--- config.mk ---
export PLATFORM = sky130hd
export DESIGN_NAME = per_source_window_rate_limiter
export DESIGN_NICKNAME = d
export VERILOG_FILES = /design/src/hw/rtl/pswrl_pkg.sv /design/src/hw/rtl/pswrl_front.sv /design/src/hw/rtl/pswrl_back.sv /design/src/hw/rtl/per_source_window_rate_limiter.sv
export SDC_FILE = /design/constraint.sdc
export NUM_CORES = 1
export LEC_CHECK = 0
export BUFFER_PORTS_ARGS = -buffer_cell sky130_fd_sc_hd__buf_4
export CAP_MARGIN = 20
export CORE_ASPECT_RATIO = 1.4
export CORE_MARGIN = 3
export CORE_UTILIZATION = 55
export CTS_BUF_LIST = sky130_fd_sc_hd__clkbuf_8 sky130_fd_sc_hd__clkbuf_16
export CTS_CLUSTER_DIAMETER = 60
export DETAILED_ROUTE_END_ITERATION = 8
export HOLD_SLACK_MARGIN = 0.08
export PLACE_DENSITY = 0.83
export SETUP_SLACK_MARGIN = 0.1
export SKIP_LAST_GASP = 1
export SLEW_MARGIN = 20
export SYNTH_ARGS = -nofsm -noshare
export SYNTH_HDL_FRONTEND = slang
export SYNTH_SLANG_ARGS = --single-unit
--- constraint.sdc ---
create_clock -name clk_i -period 12.55 [get_ports clk_i]
set_input_delay 1.255 -clock clk_i [delete_from_list [all_inputs] [get_ports clk_i]]
set_output_delay 1.255 -clock clk_i [all_outputs]
set_load 0.01 [all_outputs]
--- src/hw/rtl/pswrl_pkg.sv ---
// ----------------------------------------------------------------------------
// pswrl_pkg
// Shared types, constants and helpers of the per-source window rate limiter.
// ----------------------------------------------------------------------------
`default_nettype none

package pswrl_pkg;

  // Number of tracked sources.
  localparam int unsigned Slots = 8;
  localparam int unsigned SlotW = (Slots > 1) ? $clog2(Slots) : 1;

  // Depth of the queue between front and back.
  localparam int unsigned QDepth = 2;
  localparam int unsigned QPtrW  = $clog2(QDepth);
  localparam int unsigned QCntW  = $clog2(QDepth + 1);

  localparam int unsigned KeyW   = 32;
  localparam int unsigned TimeW  = 32;
  localparam int unsigned CfgW   = 16;
  localparam int unsigned CountW = CfgW + 1;
  localparam int unsigned IdxW   = 3;

  // Configuration register indexes.
  localparam logic CfgMaxRate      = 1'b0;
  localparam logic CfgWindowLength = 1'b1;

  localparam logic [CfgW-1:0] MaxRateReset      = 16'd200;
  localparam logic [CfgW-1:0] WindowLengthReset = 16'd1000;

  typedef enum logic {
    CMD_CHECK = 1'b0,
    CMD_CLEAR = 1'b1
  } cmd_e;

  typedef enum logic {
    ST_LOOK = 1'b0,
    ST_EXEC = 1'b1
  } state_e;

  typedef struct packed {
    cmd_e             command;
    logic [KeyW-1:0]  source_key;
    logic [TimeW-1:0] time_ms;
  } item_t;

  typedef struct packed {
    logic            accepted;
    logic            tracked;
    logic [IdxW-1:0] slot_index;
  } res_t;

  // Slot number modulo 8, zero-extended when the slot index is narrower.
  function automatic logic [IdxW-1:0] to_slot_index(input logic [SlotW-1:0] idx);
    logic [SlotW+IdxW-1:0] ext;
    ext = {{IdxW{1'b0}}, idx};
    return ext[IdxW-1:0];
  endfunction

endpackage

`default_nettype wire

--- src/hw/rtl/pswrl_front.sv ---
// ----------------------------------------------------------------------------
// pswrl_front
// Accepts command transactions, classifies them and queues them for the back.
// ----------------------------------------------------------------------------
`default_nettype none

module pswrl_front
  import pswrl_pkg::*;
(
  input  wire logic             clk_i,
  input  wire logic             rst_ni,
  input  wire logic             start,
  output logic                  busy,
  input  wire logic             command_i,
  input  wire logic [KeyW-1:0]  source_key_i,
  input  wire logic [TimeW-1:0] time_ms_i,
  output item_t                 head_o,
  output logic                  head_valid_o,
  input  wire logic             pop_i
);

  item_t              mem_q [QDepth];
  logic [QPtrW-1:0]   wr_ptr_q, rd_ptr_q;
  logic [QCntW-1:0]   cnt_q, cnt_d;
  logic               push;
  logic               pop;
  item_t              in_item;

  assign busy         = (cnt_q == QCntW'(QDepth));
  assign push         = start && !busy;
  assign head_valid_o = (cnt_q != '0);
  assign pop          = pop_i && head_valid_o;

  always_comb begin
    in_item.command    = (command_i == 1'b1) ? CMD_CLEAR : CMD_CHECK;
    in_item.source_key = source_key_i;
    in_item.time_ms    = time_ms_i;
  end

  always_comb begin
    cnt_d = cnt_q;
    if (push && !pop) begin
      cnt_d = cnt_q + QCntW'(1);
    end else if (pop && !push) begin
      cnt_d = cnt_q - QCntW'(1);
    end
  end

  always_ff @(posedge clk_i or negedge rst_ni) begin
    if (!rst_ni) begin
      wr_ptr_q <= '0;
      rd_ptr_q <= '0;
      cnt_q    <= '0;
    end else begin
      cnt_q <= cnt_d;
      if (push) begin
        wr_ptr_q <= (wr_ptr_q == QPtrW'(QDepth - 1)) ? '0 : wr_ptr_q + QPtrW'(1);
      end
      if (pop) begin
        rd_ptr_q <= (rd_ptr_q == QPtrW'(QDepth - 1)) ? '0 : rd_ptr_q + QPtrW'(1);
      end
    end
  end

  always_ff @(posedge clk_i) begin
    if (push) begin
      mem_q[wr_ptr_q] <= in_item;
    end
  end

  assign head_o = mem_q[rd_ptr_q];

endmodule

`default_nettype wire

--- src/hw/rtl/pswrl_back.sv ---
// ----------------------------------------------------------------------------
// pswrl_back
// Slot table: key lookup, window check and count update, one item at a time.
// ----------------------------------------------------------------------------
`default_nettype none

module pswrl_back
  import pswrl_pkg::*;
(
  input  wire logic            clk_i,
  input  wire logic            rst_ni,
  input  wire item_t           head_i,
  input  wire logic            head_valid_i,
  output logic                 pop_o,
  input  wire logic [CfgW-1:0] max_rate_i,
  input  wire logic [CfgW-1:0] window_length_i,
  output res_t                 res_o,
  output logic                 res_valid_o
);

  state_e state_q, state_d;

  logic [Slots-1:0] valid_q;
  logic [KeyW-1:0]  key_q   [Slots];
  logic [TimeW-1:0] start_q [Slots];
  logic [CountW-1:0] count_q [Slots];

  item_t            item_q;
  logic             hit_q, free_q;
  logic [SlotW-1:0] idx_q;

  logic             hit_d, free_d;
  logic [SlotW-1:0] hit_idx, free_idx;

  logic [TimeW-1:0]  elapsed;
  logic              restart;
  logic [CountW-1:0] cnt_base, cnt_next, limit;
  logic              use_slot;
  logic              is_clear;
  logic              exec;

  res_t res_q;
  logic res_valid_q;

  // Next state.
  always_comb begin
    state_d = state_q;
    case (state_q)
      ST_LOOK: begin
        if (head_valid_i) state_d = ST_EXEC;
      end
      ST_EXEC: state_d = ST_LOOK;
      default: state_d = ST_LOOK;
    endcase
  end

  // Control outputs.
  always_comb begin
    pop_o = 1'b0;
    exec  = 1'b0;
    case (state_q)
      ST_LOOK: pop_o = head_valid_i;
      ST_EXEC: exec  = 1'b1;
      default: begin
        pop_o = 1'b0;
        exec  = 1'b0;
      end
    endcase
  end

  // Parallel key compare; walk downward so the lowest match and free slot win.
  always_comb begin
    hit_d    = 1'b0;
    free_d   = 1'b0;
    hit_idx  = '0;
    free_idx = '0;
    for (int i = Slots - 1; i >= 0; i--) begin
      if (valid_q[i]) begin
        if (key_q[i] == head_i.source_key) begin
          hit_d   = 1'b1;
          hit_idx = SlotW'(i);
        end
      end else begin
        free_d   = 1'b1;
        free_idx = SlotW'(i);
      end
    end
  end

  always_ff @(posedge clk_i) begin
    if (pop_o) begin
      item_q <= head_i;
      hit_q  <= hit_d;
      free_q <= free_d;
      idx_q  <= hit_d ? hit_idx : free_idx;
    end
  end

  // Window check and count update on the selected slot.
  always_comb begin
    is_clear = (item_q.command == CMD_CLEAR);
    use_slot = hit_q || free_q;
    elapsed  = item_q.time_ms - start_q[idx_q];
    restart  = !hit_q || (elapsed >= {{(TimeW-CfgW){1'b0}}, window_length_i});
    cnt_base = restart ? '0 : count_q[idx_q];
    limit    = {1'b0, max_rate_i} + CountW'(1);
    cnt_next = (cnt_base < limit) ? cnt_base + CountW'(1) : cnt_base;
  end

  always_ff @(posedge clk_i or negedge rst_ni) begin
    if (!rst_ni) begin
      state_q     <= ST_LOOK;
      valid_q     <= '0;
      res_valid_q <= 1'b0;
    end else begin
      state_q     <= state_d;
      res_valid_q <= exec;
      if (exec) begin
        if (is_clear) begin
          valid_q <= '0;
        end else if (use_slot) begin
          valid_q[idx_q] <= 1'b1;
        end
      end
    end
  end

  always_ff @(posedge clk_i) begin
    if (exec && !is_clear && use_slot) begin
      key_q[idx_q]   <= item_q.source_key;
      count_q[idx_q] <= cnt_next;
      if (restart) begin
        start_q[idx_q] <= item_q.time_ms;
      end
    end
  end

  always_ff @(posedge clk_i) begin
    if (exec) begin
      if (is_clear) begin
        res_q <= '0;
      end else if (!use_slot) begin
        // Table full: pass untracked.
        res_q.accepted   <= 1'b1;
        res_q.tracked    <= 1'b0;
        res_q.slot_index <= '0;
      end else begin
        res_q.accepted   <= (cnt_next <= {1'b0, max_rate_i});
        res_q.tracked    <= 1'b1;
        res_q.slot_index <= to_slot_index(idx_q);
      end
    end
  end

  assign res_o       = res_q;
  assign res_valid_o = res_valid_q;

endmodule

`default_nettype wire

--- src/hw/rtl/per_source_window_rate_limiter.sv ---
// An accepted transaction is written into the queue, popped into the slot table's lookup state
// and updated in its execute state, which registers the result; earlier queue entries go first.
// The slot table ends the lookup and update steps of one transaction before it takes the next.
// A 2-entry queue takes up to two transactions ahead; busy is high while it is full.
// Results are strobed for one cycle on result_valid_o; the receiver cannot stall.
// Reset frees every slot and loads max_rate 200 and window_length 1000.
// ----------------------------------------------------------------------------
// per_source_window_rate_limiter
// Per-source fixed-window event rate limiter with a shared slot table.
// ----------------------------------------------------------------------------
`default_nettype none

module per_source_window_rate_limiter
  import pswrl_pkg::*;
(
  input  wire logic             clk_i,
  input  wire logic             rst_ni,
  input  wire logic             start,
  output logic                  busy,
  input  wire logic             command_i,
  input  wire logic [KeyW-1:0]  source_key_i,
  input  wire logic [TimeW-1:0] time_ms_i,
  input  wire logic             cfg_we_i,
  input  wire logic             cfg_idx_i,
  input  wire logic [CfgW-1:0]  cfg_wdata_i,
  output logic                  result_valid_o,
  output logic                  accepted_o,
  output logic                  tracked_o,
  output logic [IdxW-1:0]       slot_index_o
);

  logic [CfgW-1:0] max_rate_q, window_length_q;
  item_t           head;
  logic            head_valid;
  logic            pop;
  res_t            res;

  always_ff @(posedge clk_i or negedge rst_ni) begin
    if (!rst_ni) begin
      max_rate_q      <= MaxRateReset;
      window_length_q <= WindowLengthReset;
    end else if (cfg_we_i) begin
      case (cfg_idx_i)
        CfgMaxRate:      max_rate_q      <= cfg_wdata_i;
        CfgWindowLength: window_length_q <= cfg_wdata_i;
        default:         max_rate_q      <= max_rate_q;
      endcase
    end
  end

  pswrl_front u_front (
    .clk_i        (clk_i),
    .rst_ni       (rst_ni),
    .start        (start),
    .busy         (busy),
    .command_i    (command_i),
    .source_key_i (source_key_i),
    .time_ms_i    (time_ms_i),
    .head_o       (head),
    .head_valid_o (head_valid),
    .pop_i        (pop)
  );

  pswrl_back u_back (
    .clk_i           (clk_i),
    .rst_ni          (rst_ni),
    .head_i          (head),
    .head_valid_i    (head_valid),
    .pop_o           (pop),
    .max_rate_i      (max_rate_q),
    .window_length_i (window_length_q),
    .res_o           (res),
    .res_valid_o     (result_valid_o)
  );

  assign accepted_o   = res.accepted;
  assign tracked_o    = res.tracked;
  assign slot_index_o = res.slot_index;

endmodule

`default_nettype wire

### Yosys cells after proc, flatten, opt, wreduce, memory -nomap -nowiden

Memory sizes are Yosys's and may differ from the RTL's. A register that Yosys moved wholly into a read port is not among the register bits.
Index checks and enable logic that the tools add are counted.

* flip-flop bits (word level): 121
* memory bits (writable): 778
* input bits: 86
* output and inout port bits: 7
* word-level logic and storage cells: 135
* memories kept: 4

* $add $sub $neg: 7
* magnitude comparators: 5
* eq/ne operators: 9
* mux-type cells: 67
* bitwise operators: 4
* reductions and logical operators: 22

Memories
* u_back.key_q: depth 8, width 32, rd ports 8, clocked after memory_dff 0, wr ports 1, RTL line pswrl_back.sv:24 `logic [KeyW-1:0] key_q [Slots];`
* u_back.start_q: depth 8, width 32, rd ports 1, clocked after memory_dff 1, wr ports 1, RTL line pswrl_back.sv:25 `logic [TimeW-1:0] start_q [Slots];`
* u_back.count_q: depth 8, width 17, rd ports 1, clocked after memory_dff 1, wr ports 1, RTL line pswrl_back.sv:26 `logic [CountW-1:0] count_q [Slots];`
* u_front.mem_q: depth 2, width 65, rd ports 1, clocked after memory_dff 0, wr ports 1, RTL line pswrl_front.sv:22 `item_t mem_q [QDepth];`

Operators with widths (number)
* equality test 32 bit: 8
* two-way mux 3 bit: 27
* two-way mux 17 bit: 2
* >= comparator 32 x 16 -> 1 bit: 1
* subtractor 32 bit: 1
* two-way mux 1 bit: 31
* adder 16 x 1 -> 17 bit (second input constant): 1
* adder 17 x 1 -> 17 bit (second input constant): 1
* <= comparator 17 x 16 -> 1 bit: 1
* less-than comparator 17 bit: 1
* two-way mux 8 bit: 2
* bitwise OR 8 bit: 1
* logical AND 1 bit: 7
* AND reduction 7 bit: 1
* AND reduction 2 bit: 3
* nonzero test 2 bit: 3
* logical NOT 1 bit: 5
* two-way mux 5 bit: 1
* less-than comparator 3 x 4 -> 1 bit (second input constant): 1
* two-way mux 2 bit: 2
* demux 1 bit (select 3 bit): 1
* >= comparator 3 x 1 -> 1 bit (second input constant): 1
* NOT 1 bit: 3
* adder 1 bit (second input constant): 2
* other kinds (6): 7

### Longest topological paths before layout

Gate-level depths: netlist of run 1.
An unclocked memory read counts as a cell.

* depth after elaboration: 20
* depth in mapped cells: 47
* mapped depth without buffers: 41

### Hierarchy

A second synthesis of run 1 with hierarchy kept.

* cells, all modules: 2383
* area total of the unflattened synthesis: 39271.4 sq um

By module, submodules not included
* pswrl_back: instances 1, cells an instance 2093, area each 32957.9 sq um, seq. area each 22021.1 sq um
* pswrl_front: instances 1, cells an instance 221, area each 5049.8 sq um, seq. area each 4003.8 sq um
* per_source_window_rate_limiter: instances 1, cells an instance 69, area each 1263.7 sq um, seq. area each 812.0 sq um

### Worst setup path before layout of run 1

Ideal clock, no wire load.

* path kind: register -> register
* start point: reg with a tool-made name
* end point: reg u_back.res_q, in the netlist u_back.res_o[4] (data pin)
* library setup time: 0.128 ns
* arrival time: 10.144 ns
* data required time: 12.422 ns
* setup slack: 2.278 ns
* stages on the path, launching flop included: 46
* path buffers: 6
* clock period less this slack: 10.272 ns
* cells stage by stage: dfxtp_1 buf_2 buf_2 buf_2 clkbuf_1 buf_2 mux4_2 mux2_2 ha_1 fa_1 nor2b_1 o2111ai_1 a211o_1 and3_1 o21ai_0 xor2_1 ha_1 nor2b_1 (+10 left out) a21o_1 a21o_1 a21oi_1 o211ai_1 a21o_1 nand2b_1 nor3_1 nand2_1 xnor2_1 nor2_1 ha_1 a21o_1 a21o_1 a21oi_1 o21ai_0 a2111oi_0 o41ai_1 o21ba_2

RTL lines
* to (decl): RTL line pswrl_back.sv:42 `res_t res_q;`

==> reports/metrics.csv, run 1 <==
stage;metric;value;unit
run_status;outcome;finished clean;
critical_path;r2r endpoint;u_back.res_o[4];
cts;root buffer cell;clkbuf_16;
placement;pre-CTS WS;1.93;ns
detailed_routing;DR iter-0 viols;2194;
critical_path;Crit Path Max Fanout;41;
worst_hold_path;hold worst-path end;u_front.cnt_q[1];
layout;layout cells sized above 1;18.3;%
grt;GRT Overall Usage;28.1;%
yosys;Post-synth EDFFs;853;
cts;Max Root-Sink Buffers;3;
cts;clock-pin slew on the worst setup and hold paths;0.06;ns
critical_path;WP data arrival;11.22;ns
layout;commonest non-fill, non-tap cell in the layout;edfxtp_1;
critical_path;slowest CP cell;dfxtp_4;
worst_hold_path;Hold Path Class;reg -> reg;
cts;H-tree levels;3;
worst_hold_path;hold_sp;u_front.cnt_q[1];
timing;worst setup margin;1.85;ns
yosys;flops & latches, synth;902;
yosys;count of cell types in the netlist;76;
detailed_routing;Pre-antenna DRT Iters;5;
timing;setup_tns;0;ns
cts;clk sinks;902;
timing;Worst slew margin;23.1;%
placement;number of port buffers;92;
layout;commonest non-fill, non-tap cells in the layout;853 x edfxtp_1, 285 x xnor2_1, 133 x buf_4, 105 x nor2_1, 100 x nor4_1;
detailed_routing;vias;21600;
floorplanning;Die Span X;231;um
floorplanning;floorplan core area;69600;sq um
floorplanning;row count;114;
floorplanning;IO Count;93;
timing;actual slew at the worst max-slew pin;1.15;ns
yosys;Mapped Cells;2360;
detailed_routing;post-DR wirelength/cell;29.2;um
timing;Final Max Slew Viols;0;
cts;# Post-CTS Setup Buffers;0;
critical_path;crit path launch type;flip-flop;
critical_path;Worst R2R Setup Slack;1.85;ns
grt;grt total ovfl;0;
layout;Finished Core Util;62.9;%
grt;initial antenna violation count;1;
timing;fin crit share;85.3;%
layout;Design Area, Final;43800;sq um
critical_path;crit-path max cell delay;0.83;ns
yosys;syn_area_per_cell;16.5;sq um
detailed_routing;post-route ant nets;0;
detailed_routing;residual DRC count;0;
critical_path;CP Capture Type;flip-flop;
floorplanning;die area;74200;sq um
detailed_routing;vias per cell;6.15;
yosys;warnings from Yosys;0;
layout;Area Growth Syn to Fin;12.4;%
worst_hold_path;Hold Path Depth;1;
critical_path;CP Data Required Time;13.07;ns
yosys;Syn Std Cell Area;39000;sq um
critical_path;Crit Path Category;reg -> reg;
floorplanning;Starting Density;56.0;%
run;Max-cap violations;0;
pwr;VDD IR max;0.182;mV
cts;cts repair resizes;0;
critical_path;worst reg2reg path depth;39;
timing;Fmax;93.4;MHz
pwr;pwr/cell area;266;nW/um^2
timing;RSZ-0062 raised after global routing;no;
yosys;ys async rst share;5.10;%
yosys;syn nets;2531;
grt;largest net degree at the start of global routing;58;
critical_path;Bufs and invs on worst path;2;
cts;CTS tree;built;
timing;Clock Skews;0.0292;ns
grt;first-pass GRT wire length;150000;um
placement;DP Wirelength;70000;um
timing;Period minus WS final;10.70;ns
floorplanning;die height;321;um
timing;Final setup viols;0;
grt;vias in the first global route;22500;
layout;final net count;2693;
critical_path;delay-heaviest family, CP;simple AND/OR/NAND/NOR gates;
yosys;Seq/Total Area, Yosys;68.8;%
detailed_routing;final WL;103000;um
placement;Final GP Congestion;0.972;
yosys;top_reg_cell synth;edfxtp_1;
pwr;leak pwr;0.0144;uW
cts;Clk Latency, worst-skew pair;0.66;ns
cts;Num CTS Buffers;84;
cts;# hold bufs at CTS;0;
timing;final hold violation count;0;
placement;dpl cell area;41000;sq um
[Yosys cell counts (35+ instances only)]
cell type,instances,share of area [%]
nor2_1,112,1.1
mux2_2,56,1.6
ha_1,84,2.7
mux2i_1,53,1.4
nand2_1,76,0.73
dfrtp_1,37,2.4
a21oi_1,47,0.60
nand3_1,35,0.45
edfxtp_1,853,66
xnor2_1,285,6.4
nor4_1,100,1.6
mux4_2,98,5.7
nand4_1,40,0.64
inv_1,82,0.79
o21ai_0,42,0.54
nor3_1,36,0.46
[registers in the layout, summed over array words and instances, names as in the netlist, named ones only]
signal and count:
window_length_q 16, max_rate_q 16, u_front.mem_q 130, u_back.idx_q 3, u_front.cnt_q 2, u_front.rd_ptr_q 1, u_back.res_o 5, u_back.item_q 64
u_back.is_clear 1, u_back.free_q 1, u_back.valid_q 8, u_back.start_q 256, u_back.key_q 256, u_front.wr_ptr_q 1, u_back.state_q 1, u_back.hit_q 1
u_back.res_valid_o 1, u_back.count_q 136
[worst register-to-register path, delay by kind of cell (launching register included)]
family                     cells  cell delay [ns]
and+or+nand+nor               14             3.62
AOI/OAI and AO/OA             15             2.82
adders and majority gates      4             1.17
buffers and inverters          2             0.94
muxes                          2             0.84
DFF                            1             0.83
xor gates and xnor gates       2             0.34
[worst max-delay path by stage]
| stage | end | slack (ns) | cells past startpoint |
|---|---|---|---|
| floorplan | u_back.res_o[4] | 2.28 | 45 |
| global placement | u_back.res_o[4] | 2.22 | 40 |
| detailed placement | u_back.res_o[4] | 1.93 | 39 |
| CTS | u_back.res_o[4] | 1.83 | 39 |
| global route | u_back.res_o[4] | 0.84 | 39 |
| finish | u_back.res_o[4] | 1.85 | 39 |
[area by class of cell]
class | count | area [sq um]
repair buffers | 133 | 998
inverters | 82 | 309
clock inverters | 70 | 656
diodes | 1 | 2.50
clock buffers | 86 | 2140
flip-flops and latches | 902 | 26800
well taps | 928 | 1160
fillers | 4908 | 25800
multi-input cells | 1319 | 11700
[through the flow]
step | instances | power [uW] | hold slack [ns]
after floorplan | 2360 | 7450 | 0.461
after global placement | 3364 | 8980 | 0.481
after detailed placement | 3364 | 9100 | 0.498
after CTS | 3520 | 11700 | 0.511
after global routing | 3520 | 12200 | 0.514
final | 3521 | 11600 | 0.510
[layer usage]
metal  up-vias  track usage, %  wire length, um
met5         -               0                0
met3       245            3.57             5900
li1       9496               -                -
met2       932            51.4            55100
met4         0            14.4             6130
met1     11000            32.3            35700
[power breakdown]
group	internal (uW)	switching, uW
Sequential	4170	681
Clock	1460	1130
Combinational	1610	2600
Total	7240	4410
[cells by family (layout without fill, tap and decap cells)]
group / Yosys count / in the layout / share of synthesized area, %
AO/OA/AOI/OAI: 204 / 204 / 3.47
XOR/XNOR: 308 / 308 / 6.92
adder cells (fa/ha/maj): 85 / 85 / 2.75
buffers and inverters: 139 / 371 / 1.43
flip-flops: 902 / 902 / 68.8
multiplexers: 236 / 236 / 10.0
other: 0 / 1 / 0
AND/OR/NAND/NOR: 486 / 486 / 6.57
No activity file was read; power rests on OpenSTA's default activity.
==> run 2, diff against run 1 <==
- GPL_TIMING_DRIVEN: default -> 0
==> run 2 against run 1 <==
  * Critical path depth increased by 7
  * Maximum frequency down 8.6%
  * Largest power group unchanged
  * Cell area grew 1.7%
  * Clock power is 2% lower
  * Largest cell class unchanged
  * Die area did not move
==> reports/metrics.csv, run 2 (synthesized netlist as in run 1, its figures left out) <==
stage;metric;value;unit
run_status;outcome;finished clean;
critical_path;crit-path max cell delay;0.57;ns
floorplanning;Die Span X;231;um
cts;CTS tree;built;
grt;initial antenna violation count;1;
cts;Max Root-Sink Buffers;3;
worst_hold_path;Hold Path Class;reg -> reg;
critical_path;Worst R2R Setup Slack;0.84;ns
critical_path;CP Capture Type;flip-flop;
detailed_routing;vias;22100;
cts;Clk Latency, worst-skew pair;0.66;ns
placement;placed cell count;3418;
layout;Post-Layout Cell Count;3570;
timing;final hold violation count;0;
timing;Final setup viols;0;
timing;actual slew at the worst max-slew pin;1.22;ns
placement;Final GP Congestion;0.992;
critical_path;slowest CP cell;nor2_1;
critical_path;CP dominant cell by count;a21o_1;
placement;DP Wirelength;73200;um
grt;first-pass GRT wire length;151000;um
timing;Period minus WS final;11.71;ns
worst_hold_path;Hold Path Depth;1;
critical_path;Bufs and invs on worst path;7;
pwr;pwr/cell area;263;nW/um^2
detailed_routing;post-route ant nets;0;
timing;RSZ-0062 raised after global routing;no;
floorplanning;floorplan core area;69600;sq um
timing;WHS;0.511;ns
layout;Inserted Diodes;0;
pwr;VDD IR max;0.178;mV
layout;final net count;2748;
critical_path;Crit Path Category;reg -> reg;
timing;Clock Skews;0.0351;ns
detailed_routing;vias per cell;6.19;
timing;Worst slew margin;18.2;%
detailed_routing;Met2 Wirelength;55500;um
cts;Num CTS Buffers;85;
layout;fill count;4896;
floorplanning;die height;321;um
critical_path;Crit Path Max Fanout;19;
detailed_routing;DR iter-0 viols;1960;
placement;number of port buffers;92;
pwr;leak pwr;0.0147;uW
detailed_routing;residual DRC count;0;
cts;root buffer cell;clkbuf_16;
critical_path;CP Data Required Time;12.93;ns
critical_path;r2r endpoint;u_back.res_o[4];
critical_path;worst reg2reg path depth;46;
grt;grt total ovfl;0;
grt;GRT Overall Usage;28.4;%
cts;# hold bufs at CTS;0;
critical_path;WP data arrival;12.10;ns
cts;clk sinks;902;
layout;layout cells sized above 1;19.4;%
critical_path;crit path launch type;flip-flop;
timing;Fmax;85.4;MHz
detailed_routing;post-DR wirelength/cell;29.2;um
worst_hold_path;hold worst-path end;u_front.cnt_q[1];
layout;Largest regs;u_back.key_q x256, u_back.start_q x256, u_back.count_q x136;
worst_hold_path;hold_sp;u_front.cnt_q[1];
detailed_routing;final WL;104000;um
critical_path;delay-heaviest family, CP;simple AND/OR/NAND/NOR gates;
floorplanning;Starting Density;56.0;%
detailed_routing;met1 WL;36100;um
layout;commonest non-fill, non-tap cell in the layout;edfxtp_1;
floorplanning;IO Count;93;
grt;largest net degree at the start of global routing;48;
grt;vias in the first global route;22900;
timing;setup_tns;0;ns
detailed_routing;Pre-antenna DRT Iters;5;
run;Max-cap violations;0;
timing;fin crit share;93.3;%
timing;Final Max Slew Viols;0;
floorplanning;die area;74200;sq um
cts;clock-pin slew on the worst setup and hold paths;0.06;ns
detailed_routing;DR top layer;met4;
floorplanning;row count;114;
layout;commonest non-fill, non-tap cells in the layout;853 x edfxtp_1, 285 x xnor2_1, 107 x buf_4, 99 x nor2_1, 98 x mux4_2;
layout;Area Growth Syn to Fin;14.2;%
detailed_routing;DR WL met3;5790;um
cts;H-tree levels;3;
[run 2: cell types whose count changed in the layout (fill, tap and decap cells not counted), moves of 6 or more]
cell / change
buf_16: +10
buf_12: +15
and2_2: +7
buf_4: -26
nor2_1: -6
buf_2: +9
clkbuf_16: +7
clkbuf_2: +7
and2_1: -7
clkbuf_1: +26
[run 2: where the power goes]
group / total (uW) / switching [uW] / internal (uW)
Clock: 2550 / 1100 / 1450
Sequential: 4720 / 568 / 4160
Combinational: 4420 / 2730 / 1690
[run 2: what timing repair did]
| item | 4_1_cts | 5_1_grt |
|---|---|---|
| buffers inserted | 0 | 2 |
| pin swaps | 0 | 1 |
| endpoints found under the hold margin | 0 | 0 |
| setup endpoints to repair | 1 | 1 |
| gates resized for setup | 9 | 24 |
[run 2: per-layer routing]
layer  GRT usage (%)  up-vias
li1                -     9607
met1            32.4    11200
met2            51.0      987
met3            3.61      286
met4            17.2        0
met5               0        -
[run 2: cell type report]
type | instances | area (sq um) | area share, %
repair buffers | 132 | 1400 | 3.14
flip-flops and latches | 902 | 26800 | 60.2
multi-input cells | 1319 | 11800 | 26.5
plain buffers | 55 | 268 | 0.601
well taps | 928 | 1160 | 2.61
clock buffers | 96 | 2360 | 5.29
inverters | 82 | 310 | 0.697
clock inverters | 56 | 409 | 0.918
[run 2: worst register-to-register path, delay by kind of cell, from the launching register on]
kind	cells	cell delay, ns
adders and majority gates	5	1.48
DFF	1	0.30
buffers and inverters	7	1.78
AOI/OAI and AO/OA	17	3.07
and+or+nand+nor	13	3.63
muxes	2	0.82
xor gates and xnor gates	2	0.38
[run 2: worst max-delay path by stage]
stage                            to  slack [ns]  cells past startpoint
finish              u_back.res_o[4]        0.84                     46
global route        u_back.res_o[4]        0.07                     45
CTS                 u_back.res_o[4]        0.15                     43
detailed placement  u_back.res_o[4]        -1.0                     45
global placement    u_back.res_o[4]       -0.79                     45
floorplan           u_back.res_o[4]        2.28                     45
[run 2: metrics by stage]
step	worst slack, ns	utilization (%)	area (sq um)	total power [uW]
floorplan	2.28	-	39000	7450
global placement	-0.788	58.7	40800	8960
detailed placement	-0.997	59.9	41700	9130
CTS	0.154	63.9	44500	11700
global route	0.0703	64.0	44600	12200
finish	0.838	64.0	44600	11700
